[config.mk]
export PLATFORM = sky130hd
export DESIGN_NAME = ranged_string_candidate_odometer_unit
export DESIGN_NICKNAME = d
export VERILOG_FILES = /design/src/hw/rtl/rso_pkg.sv /design/src/hw/rtl/rso_divider.sv /design/src/hw/rtl/ranged_string_candidate_odometer_unit.sv
export SDC_FILE = /design/constraint.sdc
export NUM_CORES = 2
export LEC_CHECK = 0
export BUFFER_PORTS_ARGS = -buffer_cell sky130_fd_sc_hd__buf_4
export CORE_ASPECT_RATIO = 0.9
export CORE_UTILIZATION = 40
export DETAILED_ROUTE_END_ITERATION = 6
export PLACE_DENSITY = 0.65
export RECOVER_POWER = 50
export SETUP_SLACK_MARGIN = 0.02
export SLEW_MARGIN = 30
export SYNTH_ARGS = -nofsm -noshare
export SYNTH_HDL_FRONTEND = slang
export SYNTH_SLANG_ARGS = --single-unit
[constraint.sdc]
create_clock -name clk_i -period 15.4 [get_ports clk_i]
set_input_delay 2.31 -clock clk_i [delete_from_list [all_inputs] [get_ports clk_i]]
set_output_delay 2.31 -clock clk_i [all_outputs]
set_load 0.02 [all_outputs]
[src/hw/rtl/rso_pkg.sv]
`timescale 1ns / 1ps

package rso_pkg;

  localparam int unsigned DIGIT_W    = 8;
  localparam int unsigned WORD_W     = 64;
  localparam int unsigned LEN_W      = 4;
  localparam int unsigned CMD_W      = 2;
  localparam int unsigned JUMP_W     = 32;
  localparam int unsigned CFG_IDX_W  = 3;
  localparam int unsigned PAIR_CNT_W = 3;
  localparam int unsigned RADIX_W    = DIGIT_W + 1;
  localparam int unsigned LEN_LIMIT  = WORD_W / DIGIT_W;

  // reset values of the configuration registers
  localparam logic [DIGIT_W-1:0]    SYMBOL_COUNT_RST = 8'd26;
  localparam logic [WORD_W-1:0]     START_DIGITS_RST = 64'd0;
  localparam logic [LEN_W-1:0]      START_LENGTH_RST = 4'd1;
  localparam logic [WORD_W-1:0]     END_DIGITS_RST   = 64'd0;
  localparam logic [LEN_W-1:0]      END_LENGTH_RST   = 4'd8;
  localparam logic [WORD_W-1:0]     RANGE_BOUNDS_RST = 64'd31329;
  localparam logic [PAIR_CNT_W-1:0] PAIR_COUNT_RST   = 3'd1;

  typedef enum logic [CMD_W-1:0] {
    CMD_START = 2'd0,
    CMD_STEP  = 2'd1,
    CMD_JUMP  = 2'd2,
    CMD_NONE  = 2'd3
  } cmd_e;

  typedef enum logic [CFG_IDX_W-1:0] {
    CFG_SYMBOL_COUNT     = 3'd0,
    CFG_START_DIGITS     = 3'd1,
    CFG_START_LENGTH     = 3'd2,
    CFG_END_DIGITS       = 3'd3,
    CFG_END_LENGTH       = 3'd4,
    CFG_RANGE_BOUNDS     = 3'd5,
    CFG_RANGE_PAIR_COUNT = 3'd6
  } cfg_idx_e;

  typedef enum logic [1:0] {
    ST_IDLE = 2'd0,
    ST_DIV  = 2'd1,
    ST_EMIT = 2'd2
  } state_e;

  typedef struct packed {
    logic                done;
    logic [JUMP_W-1:0]   quot;
    logic [DIGIT_W-1:0]  rem;
  } div_res_t;

endpackage

[src/hw/rtl/rso_divider.sv]
`timescale 1ns / 1ps

module rso_divider (
  input  logic                          clk_i,
  input  logic                          rst_ni,
  input  logic                          start_i,
  input  logic [rso_pkg::JUMP_W-1:0]    dividend_i,
  input  logic [rso_pkg::RADIX_W-1:0]   divisor_i,
  output rso_pkg::div_res_t             res_o
);
  import rso_pkg::*;

  localparam int unsigned CNT_W = $clog2(JUMP_W);

  logic                 busy_q, busy_d;
  logic                 done_q, done_d;
  logic [CNT_W-1:0]     cnt_q, cnt_d;
  logic [JUMP_W-1:0]    quo_q, quo_d;
  logic [DIGIT_W-1:0]   rem_q, rem_d;
  logic [RADIX_W-1:0]   div_q, div_d;
  logic [RADIX_W-1:0]   trial;
  logic                 fits;

  // restoring division, one quotient bit per cycle
  assign trial = {rem_q, quo_q[JUMP_W-1]};
  assign fits  = (trial >= div_q);

  always_comb begin
    busy_d = busy_q;
    done_d = 1'b0;
    cnt_d  = cnt_q;
    quo_d  = quo_q;
    rem_d  = rem_q;
    div_d  = div_q;
    if (start_i) begin
      busy_d = 1'b1;
      cnt_d  = '0;
      quo_d  = dividend_i;
      rem_d  = '0;
      div_d  = divisor_i;
    end else if (busy_q) begin
      quo_d = {quo_q[JUMP_W-2:0], fits};
      rem_d = fits ? DIGIT_W'(trial - div_q) : trial[DIGIT_W-1:0];
      cnt_d = cnt_q + CNT_W'(1);
      if (cnt_q == CNT_W'(JUMP_W - 1)) begin
        busy_d = 1'b0;
        done_d = 1'b1;
      end
    end
  end

  always_ff @(posedge clk_i or negedge rst_ni) begin
    if (!rst_ni) begin
      busy_q <= 1'b0;
      done_q <= 1'b0;
      cnt_q  <= '0;
    end else begin
      busy_q <= busy_d;
      done_q <= done_d;
      cnt_q  <= cnt_d;
    end
  end

  always_ff @(posedge clk_i) begin
    quo_q <= quo_d;
    rem_q <= rem_d;
    div_q <= div_d;
  end

  assign res_o.done = done_q;
  assign res_o.quot = quo_q;
  assign res_o.rem  = rem_q;

endmodule

[src/hw/rtl/ranged_string_candidate_odometer_unit.sv]
`timescale 1ns / 1ps

// Channel   Direction  Handshake                 Payload
// --------  ---------  ------------------------  -------------------------------------------
// in        input      in_valid_i / in_stall_o   cmd_i, jump_value_i
// out       output     out_valid_o / out_stall_i candidate_text_o, candidate_length_o,
//                                                range_done_o
// cfg       input      cfg_valid_i / cfg_ready_o cfg_index_i, cfg_data_i
//
// Start, step, the unused command and a zero jump go from the accepting edge, which updates the
// digits for start and step, to the load state, which fills the output register once it is free.
// Other jumps run the bit-serial divider once per digit written, for k digits (k up to the current
// length), and then go to the load state.
// No new item is taken until the previous one sits in the output register; a stalled output
// holds the block in its load state. Reset: register defaults, zero digits, length one.

module ranged_string_candidate_odometer_unit #(
  parameter int unsigned MAX_DIGITS      = 8,
  parameter int unsigned MAX_RANGE_PAIRS = 4
) (
  input  logic                              clk_i,
  input  logic                              rst_ni,
  // item input
  input  logic                              in_valid_i,
  output logic                              in_stall_o,
  input  logic [rso_pkg::CMD_W-1:0]         cmd_i,
  input  logic [rso_pkg::JUMP_W-1:0]        jump_value_i,
  // item output
  output logic                              out_valid_o,
  input  logic                              out_stall_i,
  output logic [rso_pkg::WORD_W-1:0]        candidate_text_o,
  output logic [rso_pkg::LEN_W-1:0]         candidate_length_o,
  output logic                              range_done_o,
  // configuration writes
  input  logic                              cfg_valid_i,
  output logic                              cfg_ready_o,
  input  logic [rso_pkg::CFG_IDX_W-1:0]     cfg_index_i,
  input  logic [rso_pkg::WORD_W-1:0]        cfg_data_i
);
  import rso_pkg::*;

  // configuration registers
  logic [DIGIT_W-1:0]    sym_cnt_q;
  logic [WORD_W-1:0]     start_dig_q;
  logic [LEN_W-1:0]      start_len_q;
  logic [WORD_W-1:0]     end_dig_q;
  logic [LEN_W-1:0]      end_len_q;
  logic [WORD_W-1:0]     bounds_q;
  logic [PAIR_CNT_W-1:0] pair_cnt_q;

  // odometer state
  state_e                state_q, state_d;
  logic [DIGIT_W-1:0]    dig_q [MAX_DIGITS];
  logic [DIGIT_W-1:0]    dig_d [MAX_DIGITS];
  logic [LEN_W-1:0]      len_q, len_d;
  logic                  done_q, done_d;
  logic [LEN_W-1:0]      pos_q, pos_d;

  // output register
  logic                  out_valid_q, out_valid_d;
  logic [WORD_W-1:0]     text_q, text_d;
  logic [LEN_W-1:0]      olen_q;
  logic                  odone_q;

  // step datapath
  logic [DIGIT_W-1:0]    step_dig [MAX_DIGITS];
  logic [LEN_W-1:0]      step_len;
  logic                  step_done;
  logic [RADIX_W-1:0]    radix;
  logic [RADIX_W-1:0]    inc;
  logic                  carry, all_zero, match, zmatch;
  logic [LEN_W-1:0]      elen, slen;
  logic [PAIR_CNT_W-1:0] pairs_eff;

  // control
  logic                  in_acc, cfg_wr;
  logic                  div_start, emit_load, div_last;
  logic [JUMP_W-1:0]     div_dividend;
  div_res_t              div_res;
  cmd_e                  cmd;

  function automatic logic [LEN_W-1:0] clamp_len(input logic [LEN_W-1:0] v);
    logic [LEN_W-1:0] r;
    r = v;
    if (v == '0) r = LEN_W'(1);
    else if (v > LEN_W'(MAX_DIGITS)) r = LEN_W'(MAX_DIGITS);
    return r;
  endfunction

  // walk the character ranges in order; a digit past all of them maps to zero
  function automatic logic [DIGIT_W-1:0] char_for(input logic [DIGIT_W-1:0] pos_in);
    logic [RADIX_W-1:0] pos, size;
    logic [DIGIT_W-1:0] lo, hi, ch;
    logic               found;
    pos   = {1'b0, pos_in};
    ch    = '0;
    found = 1'b0;
    for (int k = 0; k < MAX_RANGE_PAIRS; k++) begin
      lo = bounds_q[2*DIGIT_W*k +: DIGIT_W];
      hi = bounds_q[2*DIGIT_W*k + DIGIT_W +: DIGIT_W];
      if (!found && (PAIR_CNT_W'(k) < pairs_eff) && (lo <= hi)) begin
        size = {1'b0, hi} - {1'b0, lo} + RADIX_W'(1);
        if (pos < size) begin
          ch    = lo + pos[DIGIT_W-1:0];
          found = 1'b1;
        end else begin
          pos = pos - size;
        end
      end
    end
    return ch;
  endfunction

  assign cmd         = cmd_e'(cmd_i);
  assign in_acc      = in_valid_i && !in_stall_o;
  assign cfg_ready_o = 1'b1;
  assign cfg_wr      = cfg_valid_i && cfg_ready_o;

  // a symbol count of zero stands for a full byte alphabet
  assign radix     = (sym_cnt_q == '0) ? RADIX_W'(1 << DIGIT_W) : {1'b0, sym_cnt_q};
  assign elen      = clamp_len(end_len_q);
  assign slen      = clamp_len(start_len_q);
  assign pairs_eff = (pair_cnt_q > PAIR_CNT_W'(MAX_RANGE_PAIRS)) ?
                     PAIR_CNT_W'(MAX_RANGE_PAIRS) : pair_cnt_q;

  // increment the last digit with carry toward digit 0, then grow or finish
  always_comb begin
    carry     = 1'b1;
    all_zero  = 1'b1;
    match     = 1'b1;
    zmatch    = 1'b1;
    inc       = '0;
    step_dig  = dig_q;
    for (int i = MAX_DIGITS - 1; i >= 0; i--) begin
      if ((LEN_W'(i) < len_q) && carry) begin
        inc = {1'b0, dig_q[i]} + RADIX_W'(1);
        if (inc >= radix) begin
          step_dig[i] = '0;
        end else begin
          step_dig[i] = inc[DIGIT_W-1:0];
          carry       = 1'b0;
        end
      end
    end
    for (int i = 0; i < MAX_DIGITS; i++) begin
      if (LEN_W'(i) < len_q) begin
        if (step_dig[i] != '0) all_zero = 1'b0;
        if (step_dig[i] != end_dig_q[DIGIT_W*i +: DIGIT_W]) match = 1'b0;
      end
    end
    step_len  = len_q;
    step_done = done_q;
    if (all_zero) begin
      if (len_q < elen) begin
        step_len = len_q + LEN_W'(1);
        for (int i = 0; i < MAX_DIGITS; i++) begin
          if (LEN_W'(i) == len_q) step_dig[i] = '0;
        end
      end else begin
        step_done = 1'b1;
      end
    end
    for (int i = 0; i < MAX_DIGITS; i++) begin
      if ((LEN_W'(i) < step_len) && (end_dig_q[DIGIT_W*i +: DIGIT_W] != '0)) zmatch = 1'b0;
    end
    if ((step_len == elen) && match && !all_zero) step_done = 1'b1;
    if ((step_len == elen) && all_zero && zmatch) step_done = 1'b1;
  end

  // the divider has produced the last digit of a jump
  assign div_last = (div_res.quot == '0) || (pos_q == LEN_W'(1));

  // next state
  always_comb begin
    state_d = state_q;
    case (state_q)
      ST_IDLE: begin
        if (in_acc) begin
          if ((cmd == CMD_JUMP) && (jump_value_i != '0)) state_d = ST_DIV;
          else state_d = ST_EMIT;
        end
      end
      ST_DIV: begin
        if (div_res.done && div_last) state_d = ST_EMIT;
      end
      ST_EMIT: begin
        if (!out_valid_q || !out_stall_i) state_d = ST_IDLE;
      end
      default: state_d = ST_IDLE;
    endcase
  end

  // sequencer outputs
  always_comb begin
    in_stall_o   = 1'b1;
    div_start    = 1'b0;
    div_dividend = div_res.quot;
    emit_load    = 1'b0;
    case (state_q)
      ST_IDLE: begin
        in_stall_o   = 1'b0;
        div_dividend = jump_value_i;
        div_start    = in_acc && (cmd == CMD_JUMP) && (jump_value_i != '0);
      end
      ST_DIV: begin
        div_start = div_res.done && !div_last;
      end
      ST_EMIT: begin
        emit_load = !out_valid_q || !out_stall_i;
      end
      default: ;
    endcase
  end

  // digit store, length and done flag
  always_comb begin
    dig_d  = dig_q;
    len_d  = len_q;
    done_d = done_q;
    pos_d  = pos_q;
    if ((state_q == ST_IDLE) && in_acc) begin
      case (cmd)
        CMD_START: begin
          len_d  = slen;
          done_d = 1'b0;
          for (int i = 0; i < MAX_DIGITS; i++) begin
            dig_d[i] = (LEN_W'(i) < slen) ? start_dig_q[DIGIT_W*i +: DIGIT_W] : '0;
          end
        end
        CMD_STEP: begin
          dig_d  = step_dig;
          len_d  = step_len;
          done_d = step_done;
        end
        CMD_JUMP: pos_d = len_q;
        default: ;
      endcase
    end
    // write the remainder into the digit below the write pointer
    if ((state_q == ST_DIV) && div_res.done) begin
      for (int i = 0; i < MAX_DIGITS; i++) begin
        if (LEN_W'(i) == pos_q - LEN_W'(1)) dig_d[i] = div_res.rem;
      end
      pos_d = pos_q - LEN_W'(1);
    end
  end

  // map digits to characters; bytes past the length stay zero
  always_comb begin
    text_d = '0;
    for (int i = 0; i < MAX_DIGITS; i++) begin
      if (LEN_W'(i) < len_q) text_d[DIGIT_W*i +: DIGIT_W] = char_for(dig_q[i]);
    end
  end

  always_comb begin
    out_valid_d = out_valid_q;
    if (emit_load) out_valid_d = 1'b1;
    else if (out_valid_q && !out_stall_i) out_valid_d = 1'b0;
  end

  rso_divider u_div (
    .clk_i      (clk_i),
    .rst_ni     (rst_ni),
    .start_i    (div_start),
    .dividend_i (div_dividend),
    .divisor_i  (radix),
    .res_o      (div_res)
  );

  always_ff @(posedge clk_i or negedge rst_ni) begin
    if (!rst_ni) begin
      sym_cnt_q   <= SYMBOL_COUNT_RST;
      start_dig_q <= START_DIGITS_RST;
      start_len_q <= START_LENGTH_RST;
      end_dig_q   <= END_DIGITS_RST;
      end_len_q   <= END_LENGTH_RST;
      bounds_q    <= RANGE_BOUNDS_RST;
      pair_cnt_q  <= PAIR_COUNT_RST;
    end else if (cfg_wr) begin
      case (cfg_idx_e'(cfg_index_i))
        CFG_SYMBOL_COUNT:     sym_cnt_q   <= cfg_data_i[DIGIT_W-1:0];
        CFG_START_DIGITS:     start_dig_q <= cfg_data_i;
        CFG_START_LENGTH:     start_len_q <= cfg_data_i[LEN_W-1:0];
        CFG_END_DIGITS:       end_dig_q   <= cfg_data_i;
        CFG_END_LENGTH:       end_len_q   <= cfg_data_i[LEN_W-1:0];
        CFG_RANGE_BOUNDS:     bounds_q    <= cfg_data_i;
        CFG_RANGE_PAIR_COUNT: pair_cnt_q  <= cfg_data_i[PAIR_CNT_W-1:0];
        default: ;
      endcase
    end
  end

  always_ff @(posedge clk_i or negedge rst_ni) begin
    if (!rst_ni) begin
      state_q     <= ST_IDLE;
      len_q       <= LEN_W'(1);
      done_q      <= 1'b0;
      pos_q       <= '0;
      out_valid_q <= 1'b0;
      for (int i = 0; i < MAX_DIGITS; i++) dig_q[i] <= '0;
    end else begin
      state_q     <= state_d;
      len_q       <= len_d;
      done_q      <= done_d;
      pos_q       <= pos_d;
      out_valid_q <= out_valid_d;
      dig_q       <= dig_d;
    end
  end

  // hold the result item until taken
  always_ff @(posedge clk_i) begin
    if (emit_load) begin
      text_q  <= text_d;
      olen_q  <= len_q;
      odone_q <= done_q;
    end
  end

  assign out_valid_o        = out_valid_q;
  assign candidate_text_o   = text_q;
  assign candidate_length_o = olen_q;
  assign range_done_o       = odone_q;

endmodule

Yosys cells after proc, flatten, opt, wreduce, memory -nomap -nowiden

Index checks and enable logic that the tools add are counted.

Flip-flop bits (word level): 412
Bits of input ports: 106
Logic and storage cells: 726

$add $sub $neg: 76
Magnitude comparators: 77
Eq/ne operators: 41
Mux-type cells: 346
Reductions and logical operators: 150

Operators by type and width:

| operator            | number |
|---|---|
| $mux 8              | 105 |
| $mux 9              | 73 |
| $add 8x8->8         | 32 |
| $mux 64             | 4 |
| $lt 9x9->1          | 24 |
| $sub 9x9->9         | 16 |
| $mux 1              | 140 |
| $pmux 64 s2         | 1 |
| $reduce_bool 8->1   | 16 |
| $mux 32             | 3 |
| $ge 9x9->1          | 9 |
| $logic_and 1x1->1   | 77 |
| $add 8x1->9 const B | 8 |
| $lt 8x9->1          | 8 |
| $sub 8x9->9         | 8 |
| $ne 8x8->1          | 8 |
| $lt 3x4->1 const A  | 12 |
| $add 9x1->9 const B | 4 |
| $mux 4              | 9 |
| $sub 8x8->9         | 4 |
| $eq 3x4->1 const A  | 8 |
| $le 8x8->1          | 4 |
| $logic_not 32->1    | 1 |
| $reduce_bool 32->1  | 1 |
| other kinds (40)    | 115 |

Longest topological paths before layout

Word-level depth: 50
Mapped depth: 57

Modules after synthesis

From an unflattened synthesis, not the netlist that was laid out.

Cells, all modules: 5476
Area total of the unflattened synthesis: 47868.4 µm²

By module, submodules not included:

| module                                | times used | cells each | area an instance (µm²) | sequential area each (µm²) |
|---|---|---|---|---|
| ranged_string_candidate_odometer_unit | 1          | 5263       | 45124.5                | 9272.6 |
| rso_divider                           | 1          | 213        | 2743.9                 | 1566.5 |

Worst setup path before layout

Ideal clock, no wire load.

Path type: register -> register
From: register bounds_q[1]
To: register text_q[42], in the netlist candidate_text_o[42] (data pin)
Setup time: 0.144 ns
Arrival: 10.939 ns
Setup slack: 4.317 ns
Stages on the path, launching flop included: 53
Period minus slack after synthesis: 11.083 ns
Path through: dfrtp_1 > ha_1 > inv_1 > ha_1 > fa_1 > xnor2_1 > ha_1 > a21boi_0 > o21ai_0 > a21boi_0 > o21ai_0 > a21boi_0 > o211ai_1 > clkbuf_1 > o21ai_0 > ha_1 > o21ai_0 > a21oi_1 > (+17 left out) > or4b_2 > clkbuf_1 > clkbuf_1 > o21ai_0 > ha_1 > a21o_1 > a21oi_1 > nor2b_1 > o21ai_0 > nand2b_1 > a21oi_1 > nor2b_1 > o21ai_0 > nand2_1 > or4_1 > a21oi_1 > a221oi_1 > nor2_1

Cells in the longest elaborated chain, start to end: 20

Ends and longest elaborated chain:

| what                                                 | RTL line                                     | RTL |
|---|---|---|
| start, declared                                      | ranged_string_candidate_odometer_unit.sv:48  | `logic [WORD_W-1:0] bounds_q;` |
| start signal, assigned                               | ranged_string_candidate_odometer_unit.sv:287 | `CFG_RANGE_BOUNDS: bounds_q <= cfg_data_i;` |
| branches (longest 19 deep; another with $sub 8x8->9) | --                                           |  |
| $mux 8 (*)                                           | ranged_string_candidate_odometer_unit.sv:101 | `if (!found && (PAIR_CNT_W'(k) < pairs_eff) && (lo <= hi)) begin` |
| end signal, assigned                                 | ranged_string_candidate_odometer_unit.sv:315 | `text_q <= text_d;` |
| end, declared                                        | ranged_string_candidate_odometer_unit.sv:61  | `logic [WORD_W-1:0] text_q, text_d;` |

Mark *: on every way between the ends. The select of a mux whose other input is x is not followed.
A chain may end at the register's enable or synchronous reset.

Worst setup path in the final report

From: register bounds_q[1]
To: register text_q[15], in the netlist candidate_text_o[15] (data pin)

The elaborated chain is that of the path after synthesis.

==> impl_results.md <==
* DRC viols at 1
* First-pass GRT wire length at between 200 and 300 mm
* Crit path capture type: flip-flop
* TritonCTS Buffers at a little over 50
* Port buffer count at roughly 180
* Post-synth EDFFs at 110
* Cts repair resizes at 0
* Failing checks: DRC, capacitance limit, slew limit
* Core ar. at 115000 sq um
* R2R setup slack at 2.19 ns
* # clock sinks at ~410
* Remaining antenna violation count after routing at 0
* Largest net degree at the start of global routing at 87
* Cell mode on critical path: o21ai_0
* Data arrival time of the worst path at between 10 and 15 ns
* Worst-case clock buffer depth at 3
* Endpoints failing setup at 0
* R2R Path End: candidate_text_o[15]
* Minimum clock period at between 10 and 15 ns
* RSZ-0062 raised after global routing: false
* Mapped Nets at between 6000 and 7000
* FF-to-FF path depth at between 50 and 60
* YS warnings at 0
* Min-delay worst type: reg2reg
* Slowest-stage cell, CP: o211ai_1
* Postcts setup bufs at 0
* Worst Tran Pin Value at around 5.3 ns
* CTS tree: yes
* Max-cap viol count at 10
* Outcome: complete, but fails checks
* Area leader, netlist: ha_1
* Die W at about 360 um
* Starting Density at 0.404
* Initial antenna violation count at 8
* DR iter-0 viols at 5149
* Drt via density at 6.03
* Post-Route WL at around 180 mm
* NumNets Final at 6319
* Routed via count at 42700
* CP Class: reg2reg
* Die Y at about 330 um
* Setup crit start: bounds_q[1]
* Most frequent cells in the layout: ha_1 (674), nand2_1 (440), a21oi_1 (405)
* Hold Buf Count CTS at 0
* Vias in the first global route at 39800
* Crit path launch type: flip-flop
* Area Overhead vs Synth at 11.6%
* Fin Setup TNS at 0 ns
* Syn Area/Cell at between 8 and 9 sq um
* Post-route clock skew at between 0.04 and 0.05 ns
* Die area at approximately 120000 sq um
* # fillers at 11200
* Crit path largest cell delay at 0.75 ns
* Place WS at 2.42 ns
* Wire per inst at 24.8 um
* Endpoints failing hold at 0
* Slew Viols, Final at about 600
* R2r startpoint: bounds_q[1]
* Row count at 118
* Clock-pin slew on the worst setup and hold paths at about 0.06 ns
* Post-Syn Instances at ~5300
* Synthesized cell area at around 47000 sq um
* Clk root buf: clkbuf_16
* Layout cells sized above 1 at 0.133
* Max Freq at 0.0757 GHz
* Register area share after synthesis at 0.233
* Post-synthesis register bit count at ~400
* Skew-Pair Late Insertion Delay at 0.69 ns
* Yosys top cell area share at 0.181
* RD Place Congestion at approximately 1
* Req. time, crit path at about 16 ns
* Setup ws final at 2.19 ns
* Slew headroom at -2.53
* Overall routing resource usage at 0.292
* Worst setup endpoint: candidate_text_o[15]
* Hpwl dp at around 140 mm
* # H-tree levels at 2
* First-pass DRT Iterations at 7
* Main synth FF type: dfrtp_1
* Final core utilization at 0.451
* Gr ovfl total at 0
* Fraction of registers with async set/reset at 0.714
* I/O pins at ~180
* Ranking of synthesized cells by area: ha_1 (18%), dfrtp_1 (15%), edfxtp_1 (7.1%)
* Period Utilization, post-route at 0.857
* Most common cell after layout, fill and taps aside: ha_1
* Hold WS at 0.489 ns
* Crit-path max FO at 15
* Cell variety after synth at between 100 and 150
-- registers in the layout, indices dropped and copies added (netlist names), 2 cells and up --
| signal | cells |
|---|---|
| state_q | 2 |
| end_dig_q | 64 |
| sym_cnt_q | 8 |
| len_q | 4 |
| start_len_q | 4 |
| u_div.rem_q | 8 |
| pair_cnt_q | 3 |
| u_div.cnt_q | 5 |
| pos_q | 4 |
| bounds_q | 64 |
| candidate_text_o | 64 |
| u_div.div_q | 9 |
| candidate_length_o | 4 |
| end_len_q | 4 |
| u_div.quo_q | 32 |
| dig_q | 64 |
| start_dig_q | 64 |
-- metal layers --
| layer | global-route usage | vias up | wire [um] |
|---|---|---|---|
| li1 | - | 19700 | - |
| met1 | 0.411 | 20500 | 75700 |
| met2 | 0.439 | 2090 | 74300 |
| met3 | 0.0540 | 390 | 18300 |
| met4 | 0.112 | 6 | 7760 |
| met5 | 0 | - | 35 |
-- kinds of logic after synthesis --
family,after synthesis,synth area share
multiplexers,322,0.0767
XOR/XNOR,486,0.0913
adder cells (fa/ha/maj),737,0.208
flip-flops,412,0.233
AO/OA/AOI/OAI,1549,0.217
buffers and inverters,594,0.0489
other,1,0.0000805
AND/OR/NAND/NOR,1231,0.126
-- metrics by stage --
step,cells,area [sq um]
5_1_grt,7080,52000
3_3_place_gp,6983,50200
2_1_floorplan,5332,46600
3_5_place_dp,6983,50200
6_report,7084,52000
4_1_cts,7078,52000
-- how the worst min path moves through the flow --
stage	start	to	slack (ns)	cells after the start
after floorplan	done_q	range_done_o	0.45	0
after global placement	sym_cnt_q[6]	u_div.div_q[6]	0.46	0
after detailed placement	sym_cnt_q[7]	u_div.div_q[7]	0.47	0
after CTS	sym_cnt_q[7]	u_div.div_q[7]	0.49	0
after global routing	sym_cnt_q[6]	u_div.div_q[6]	0.50	0
final	sym_cnt_q[7]	u_div.div_q[7]	0.49	0
-- cell type report --
| class | instances | area [sq um] | area share |
|---|---|---|---|
| Clock inverter | 25 | 340 | 0.00654 |
| Timing Repair Buffer | 311 | 2270 | 0.0436 |
| Tap cell | 1560 | 1950 | 0.0375 |
| Inverter | 376 | 1410 | 0.0271 |
| Multi-Input combinational cell | 4326 | 33700 | 0.648 |
| Clock buffer | 70 | 1480 | 0.0284 |
| Sequential cell | 412 | 10800 | 0.208 |
| Antenna cell | 4 | 10.0 | 0.000192 |
-- critical path: cells and delay by family (launching register included) --
| family | cells | cell delay [ns] |
|---|---|---|
| AO/OA/AOI/OAI | 31 | 6.68 |
| adder cells (fa/ha/maj) | 6 | 2.56 |
| AND/OR/NAND/NOR | 11 | 2.04 |
| buffers and inverters | 3 | 0.70 |
| flip-flops | 1 | 0.57 |
| multiplexers | 1 | 0.43 |
-- cells in the mapped netlist (9+ instances only) --
cell and n:
buf_1 12, a22o_1 15, nor4_1 47, clkbuf_1 183, or3_1 9, a21oi_1 406, inv_1 373, ha_1 674
nand4_1 50, a21o_1 231, nor2_1 284, nor3_1 66, xor2_1 178, buf_2 18, fa_1 61, a222oi_1 45
a2111oi_0 11, nand2_1 441, xnor2_1 308, o221ai_1 12, nor2b_1 73, a31oi_1 34, o21ai_0 343, nand3_1 79
a221oi_1 39, dfrtp_1 279, a22oi_1 31, a211oi_1 28, a221o_1 11, o31ai_1 62, and3_1 24, o21bai_1 53
mux2_2 281, dfstp_2 15, nand2b_1 64, a21boi_0 61, mux2i_1 41, o22ai_1 29, edfxtp_1 110, o211ai_1 24
nor3b_1 12, and2_1 13, o21a_1 23, or4_1 25
Power is not shown: default switching activity piles up to over one toggle a cycle in this logic, so the estimate is an artifact.
